$ cat src/rtl/tpac_pkg.sv
`timescale 1ns / 1ps
// tpac_pkg: widths and constants shared by the triangle measure block
// no dependencies

package tpac_pkg;

  localparam int COORD_W   = 16;
  localparam int FRAC_BITS = 8;
  localparam int PERIM_W   = 19;
  localparam int AREA_W    = 23;

  // side arithmetic
  localparam int DIFF_W  = COORD_W + 1;
  localparam int ABS_W   = COORD_W;
  localparam int SQ_W    = 2 * ABS_W;
  localparam int SUMSQ_W = SQ_W + 1;
  localparam int SIDE_W  = 17;

  // centroid: floor((sum + 1) / 3) via an offset and a reciprocal multiply
  localparam int CSUM_W  = COORD_W + 2;
  localparam int CT_W    = COORD_W + 4;
  localparam int CPROD_W = 2 * CT_W;
  localparam int CSHIFT  = 21;
  localparam logic [CT_W-1:0] CEN_OFS   = CT_W'(3 * (1 << (COORD_W + 2)) + 1);
  localparam logic [CT_W-1:0] CEN_RECIP = CT_W'(((1 << CSHIFT) + 1) / 3);

  // heron product
  localparam int FAC_W   = PERIM_W;
  localparam int FACS_W  = PERIM_W + 1;
  localparam int HP_W    = 2 * FAC_W;
  localparam int HALF_W  = FAC_W;
  localparam int PP_W    = 2 * HALF_W;
  localparam int MID_W   = PP_W + 1;
  localparam int PROD_W  = 2 * HP_W;
  localparam int AREA_SH = 2 * FRAC_BITS + 4;

  // pipelined square root unit
  localparam int SQ_RAD_W  = PROD_W - AREA_SH;
  localparam int SQ_ROOT_W = SQ_RAD_W / 2;
  localparam int SQ_REM_W  = SQ_ROOT_W + 3;
  localparam int SQ_TAG_W  = PERIM_W + 2 * COORD_W;

endpackage

$ cat src/rtl/tpac_isqrt.sv
`timescale 1ns / 1ps
// tpac_isqrt: floor integer square root, one result bit per pipeline stage
// depends on tpac_pkg

module tpac_isqrt import tpac_pkg::*; (
  input  logic                 clk_i,
  input  logic                 rst_ni,
  input  logic                 en_i,
  input  logic                 vld_i,
  input  logic [SQ_RAD_W-1:0]  rad_i,
  input  logic [SQ_TAG_W-1:0]  tag_i,
  output logic                 vld_o,
  output logic [SQ_ROOT_W-1:0] root_o,
  output logic [SQ_TAG_W-1:0]  tag_o
);

  logic                 vld_q  [SQ_ROOT_W];
  logic [SQ_RAD_W-1:0]  rad_q  [SQ_ROOT_W];
  logic [SQ_REM_W-1:0]  rem_q  [SQ_ROOT_W];
  logic [SQ_ROOT_W-1:0] root_q [SQ_ROOT_W];
  logic [SQ_TAG_W-1:0]  tag_q  [SQ_ROOT_W];

  for (genvar i = 0; i < SQ_ROOT_W; i++) begin : g_stage
    logic                 vld_in;
    logic [SQ_RAD_W-1:0]  rad_in;
    logic [SQ_REM_W-1:0]  rem_in;
    logic [SQ_ROOT_W-1:0] root_in;
    logic [SQ_TAG_W-1:0]  tag_in;
    logic [SQ_REM_W-1:0]  rem_sh;
    logic [SQ_REM_W-1:0]  trial;
    logic                 ge;

    if (i == 0) begin : g_first
      assign vld_in  = vld_i;
      assign rad_in  = rad_i;
      assign rem_in  = '0;
      assign root_in = '0;
      assign tag_in  = tag_i;
    end else begin : g_next
      assign vld_in  = vld_q[i-1];
      assign rad_in  = rad_q[i-1];
      assign rem_in  = rem_q[i-1];
      assign root_in = root_q[i-1];
      assign tag_in  = tag_q[i-1];
    end

    // bring down the next two radicand bits and try (4*root + 1)
    assign rem_sh = {rem_in[SQ_REM_W-3:0], rad_in[SQ_RAD_W-1 -: 2]};
    assign trial  = {1'b0, root_in, 2'b01};
    assign ge     = (rem_sh >= trial);

    always_ff @(posedge clk_i or negedge rst_ni) begin
      if (!rst_ni) begin
        vld_q[i] <= 1'b0;
      end else if (en_i) begin
        vld_q[i] <= vld_in;
      end
    end

    always_ff @(posedge clk_i) begin
      if (en_i) begin
        rad_q[i]  <= {rad_in[SQ_RAD_W-3:0], 2'b00};
        rem_q[i]  <= ge ? (rem_sh - trial) : rem_sh;
        root_q[i] <= {root_in[SQ_ROOT_W-2:0], ge};
        tag_q[i]  <= tag_in;
      end
    end
  end

  assign vld_o  = vld_q[SQ_ROOT_W-1];
  assign root_o = root_q[SQ_ROOT_W-1];
  assign tag_o  = tag_q[SQ_ROOT_W-1];

endmodule

$ cat config.mk
export PLATFORM = sky130hd
export DESIGN_NAME = tpac_isqrt
export DESIGN_NICKNAME = d
export VERILOG_FILES = /design/src/rtl/tpac_pkg.sv /design/src/rtl/tpac_isqrt.sv
export SDC_FILE = /design/constraint.sdc
export NUM_CORES = 2
export LEC_CHECK = 0
export BUFFER_PORTS_ARGS = -buffer_cell sky130_fd_sc_hd__buf_2
export CAP_MARGIN = 20
export CORE_ASPECT_RATIO = 1.1
export CORE_MARGIN = 2
export CORE_UTILIZATION = 35
export CTS_CLUSTER_SIZE = 8
export DETAILED_ROUTE_END_ITERATION = 7
export PLACE_DENSITY = 0.5
export SLEW_MARGIN = 25
export SYNTH_ARGS = -nofsm -noshare
export SYNTH_HDL_FRONTEND = slang
export SYNTH_MEMORY_MAX_BITS = 65536
export SYNTH_SLANG_ARGS = --single-unit
$ cat constraint.sdc
create_clock -name clk_i -period 6.9 [get_ports clk_i]
set_clock_uncertainty 0.1 [all_clocks]
set_input_delay 1.38 -clock clk_i [delete_from_list [all_inputs] [get_ports clk_i]]
set_output_delay 1.38 -clock clk_i [all_outputs]
set_load 0.01 [all_outputs]
; ---- Yosys cells after proc, flatten, opt, wreduce, memory -nomap -nowiden
; Memories as Yosys holds them, arrays and structs flattened.
; Index checks and enable logic that the tools add are counted.
[word_totals]
n_memories = 4
output_inout_bits = 80
reg_bits = 28
in_bits = 111
wordCells = 118
mem_bits_rw = 4592
[classes]
n_lt_le_gt_ge = 28
addsub = 28
n_mux = 30
[memory_table]
columns = name, depth, width, read_ports, rd_ports_with_merged_regs, wr, line_no
row1 = rad_q, 28, 54, 27, 0, 28, tpac_isqrt.sv:18  ; logic [SQ_RAD_W-1:0] rad_q [SQ_ROOT_W];
row2 = tag_q, 28, 51, 28, 0, 28, tpac_isqrt.sv:21  ; logic [SQ_TAG_W-1:0] tag_q [SQ_ROOT_W];
row3 = rem_q, 28, 31, 27, 0, 28, tpac_isqrt.sv:19  ; logic [SQ_REM_W-1:0] rem_q [SQ_ROOT_W];
row4 = root_q, 28, 28, 28, 0, 28, tpac_isqrt.sv:20  ; logic [SQ_ROOT_W-1:0] root_q [SQ_ROOT_W];
[ops]
columns = op, n
row1 = 31-bit 2-to-1 mux, 28
row2 = 31-bit by 30-bit >= comparator with 1-bit output, 27
row3 = 31-bit by 30-bit subtractor with 31-bit output, 27
row4 = "2-bit by 1-bit subtractor with 3-bit output, second input constant", 1
row5 = "2-bit by 1-bit >= comparator with 1-bit output, second input constant", 1
row6 = 1-bit 2-to-1 mux, 2

; ---- Longest topological paths before layout
; An unclocked memory read counts as a cell.
[depth]
depth_word = 3
mapped_depth = 14
depth_no_buf = 12

; ---- Worst setup path before layout
; Ideal clock, no wire load.
[synth_timing]
path_kind = register to register
start = memory rem_q[6][3] (netlist name)
end = memory rem_q[6][53] (netlist name) (data pin)
setup_time_ps = 260
arrival_time_ps = 3175
synth_period_minus_slack_ps = 3534
t_required_ps = 6540
path_slack_ps = 3366
stages_incl_launch_ff = 10
path_cell_list = edfxtp_1 -> ha_1 -> and3_1 -> nor3b_1 -> a2111oi_0 -> o21ai_0 -> a41oi_1 -> o211ai_1 -> clkbuf_1 -> mux2_2
[synth_rtl]
columns = element, line_no
row1 = start: declaration, tpac_isqrt.sv:19

==> results.toml <==
[logic_synthesis]
ys_ff_latch = 3360
synthesis.area_um2 = 133000
synth_edf_count = 3332
netlist_instances = 8362
synthFlopType = "edfxtp_1"
ys_seq_area_share_pct = 76.0
syn_area_per_cell_um2 = 15.9
synthArstFlopShare_pct = 0.833
synth_nets = 8909
ys_types = 86
synth_area_leader_cell = "edfxtp_1"
yosysWarnings = 0
synth_top_area_share_pct = 75.5
ys_top_cells_by_area = "edfxtp_1 75%, ha_1 4.1%, xnor2_1 2.1%"

[finish]
area_delta_synth_final_pct = 15.2
fin_nets = 9507
stdcell_count = 14000
fillers = 34200
final_util_pct = 40.4
drive_gt1_share_pct = 10.2
final_common_cell = "edfxtp_1"
layout_common_cells = "3332 x edfxtp_1, 530 x inv_1, 512 x nand2_1"

[floorplan]
die_w_um = 591
coreArea_um2 = 378000
dieArea_um2 = 384000
fp.dieH_um = 649
initial_core_util_pct = 35.1
rows = 237
pin_count = 191

[place]
gp_congestion = 0.877
port_buffers = 190
preCtsSetupSlack_ns = 2.35
dp_cells = 13500
hpwl_um = 158000

[global_routing]
grt_pass1_vias = 68900
grt.total_usage_pct = 12.3
grt_max_degree = 192
grt_antenna_before_repair = 3
globalRouteOverflowTotal = 0
grt_pass1_wl_um = 381000

[hold_path]
hold_path_class = "flop to flop"

[critical_path]
required_ns = 7.48
cp_slowest_cell = "a211oi_1"
path_max_fanout = 38
end_kind = "flop"
startpoint_type = "flop"
critPathKind = "flop to flop"
cpPeakStageDelay_ns = 0.66
cp_data_arrival_time_ns = 5.27
worstPathCellList = "ha_1 > o21ai_0 > a211oi_1 > a2111oi_0 > buf_4 > o21ai_0 > a41oi_1 > o211ai_1 > buf_4 > mux2_2"

[route]
drt_iter0_markers = 4575
drc = 0
final_antenna_net_count = 0
routedWlPerCell_um = 17.1
viasPerCell = 4.79
firstDrtPassIters = 5
vias = 67200
wl_um = 241000

[clock_tree]
hold_buffers = 0
cts_buffers = 462
cts_max_level = 5
clk_pin_slew_ns = 0.05
cts-root-buf = "clkbuf_16"
clk_latency_ns = 0.96
cts.sinks = 3360
clock_path_buffers = 4
cts_tree = "yes"
cts_setup_buffers = 0
cts_resized = 0

[timing]
slew_viol_final = 0
rsz0062_at_grt = "no"
finalCriticalPeriod_ns = 4.69
slew_headroom_pct = 25.8
finalSetupTns_ns = 0
period_share_pct = 67.9
hold_viol = 0
layout_setup_ws_ns = 2.21
tightest_slew_ns = 1.11
final-setup-viol-count = 0
max_freq_mhz = 213

[pwr]
power.leakage_nw = 55.4
ir_drop_mv = 0.272
power_mw = 52.4
power_density_nw_per_um2 = 343

[status]
outcome = "complete, no violations"

[job]
max-cap-violations = 0
-- report_power, final --
| part | internal [mW] | total [mW] | leakage, nW | switching [mW] |
|---|---|---|---|---|
| Clock | 11.9 | 19.9 | 6.05 | 8.00 |
| Combinational | 2.64 | 6.40 | 16.7 | 3.76 |
| Sequential | 25.0 | 26.1 | 32.6 | 1.12 |
| Total | 39.5 | 52.4 | 55.4 | 12.9 |
-- worst max-delay path: cells and delay by family (launching register included) --
family / cells / cell delay [ns]
AO/OA/AOI/OAI: 6 / 2.47
buffers and inverters: 2 / 0.69
flip-flops: 1 / 0.39
multiplexers: 1 / 0.38
adder cells (fa/ha/maj): 1 / 0.36
-- metal layers --
layer	vias to the layer above	part of all wire, %	global-route usage (%)
met4	0	3.4	4.58
li1	32600	-	-
met1	32800	43	15.5
met2	1350	49	20.9
met3	507	4.6	2.40
met5	-	0	0
-- kinds of logic after synthesis --
| family | Yosys count | share of synthesized area, % |
|---|---|---|
| adders and majority gates | 436 | 4.12 |
| and+or+nand+nor | 1809 | 6.74 |
| buffers and inverters | 675 | 1.92 |
| xor gates and xnor gates | 609 | 4.02 |
| muxes | 84 | 0.709 |
| DFF | 3360 | 76.0 |
| other | 1 | 0.00283 |
| AOI/OAI and AO/OA | 1388 | 6.47 |
-- sequential cells by signal, indices dropped and copies added (netlist names) --
register / count
rad_q: 756
tag_q: 1428
g_stage.vld_in: 27
rem_q: 742
vld_o: 1
root_q: 406
-- synth_stat cells (all sizes together), types with 17 or more instances --
cell,n
nor2b,61
or3,56
o31ai,46
ha,436
inv,532
a21oi,409
and3,44
o211ai,21
a211oi,48
nor2,407
xor2,289
xnor2,320
a21o,164
nand3,113
or4,50
o21a,68
nand4,69
nor4,94
o21ai,386
a31oi,52
o21bai,34
nor3,162
and2,26
a2111oi,17
or2,32
edfxtp,3332
dfrtp,28
mux2,79
nand2,513
nand3b,22
clkbuf,130
nand2b,93
-- worst paths after layout --
check,from,to,slack [ns],cells past startpoint
setup / recovery,rem_q[6][0],rem_q[6][35],2.21,10
hold / removal,tag_q[5][34],tag_q[5][85],0.27,0
setup reg to reg,rem_q[6][0],rem_q[6][35],2.21,10
hold reg to reg,tag_q[5][34],tag_q[5][85],0.27,0
max in group asynchronous,rst_ni,g_stage[22].vld_in,5.88,1
min in group asynchronous,rst_ni,g_stage[1].vld_in,0.39,1
-- area by class of cell --
type                            instances  area [um2]  share of cell area (%)
Sequential cell                      3360      101000                    66.0
Timing Repair Buffer                  276        1840                    1.20
Clock buffer                          498       11700                    7.70
Antenna cell                            6        15.0                 0.00984
Multi-Input combinational cell       4327       29300                    19.2
Clock inverter                         30         682                   0.447
Tap cell                             5019        6280                    4.11
Inverter                              533        2000                    1.31
-- through the flow --
stage          hold slack, ns  area [um2]
2_1_floorplan           0.300      133000
3_3_place_gp            0.301      140000
3_5_place_dp            0.305      140000
4_1_cts                 0.256      153000
5_1_grt                 0.266      153000
6_report                0.268      153000
Note: power is estimated with default switching activity, not from simulation.
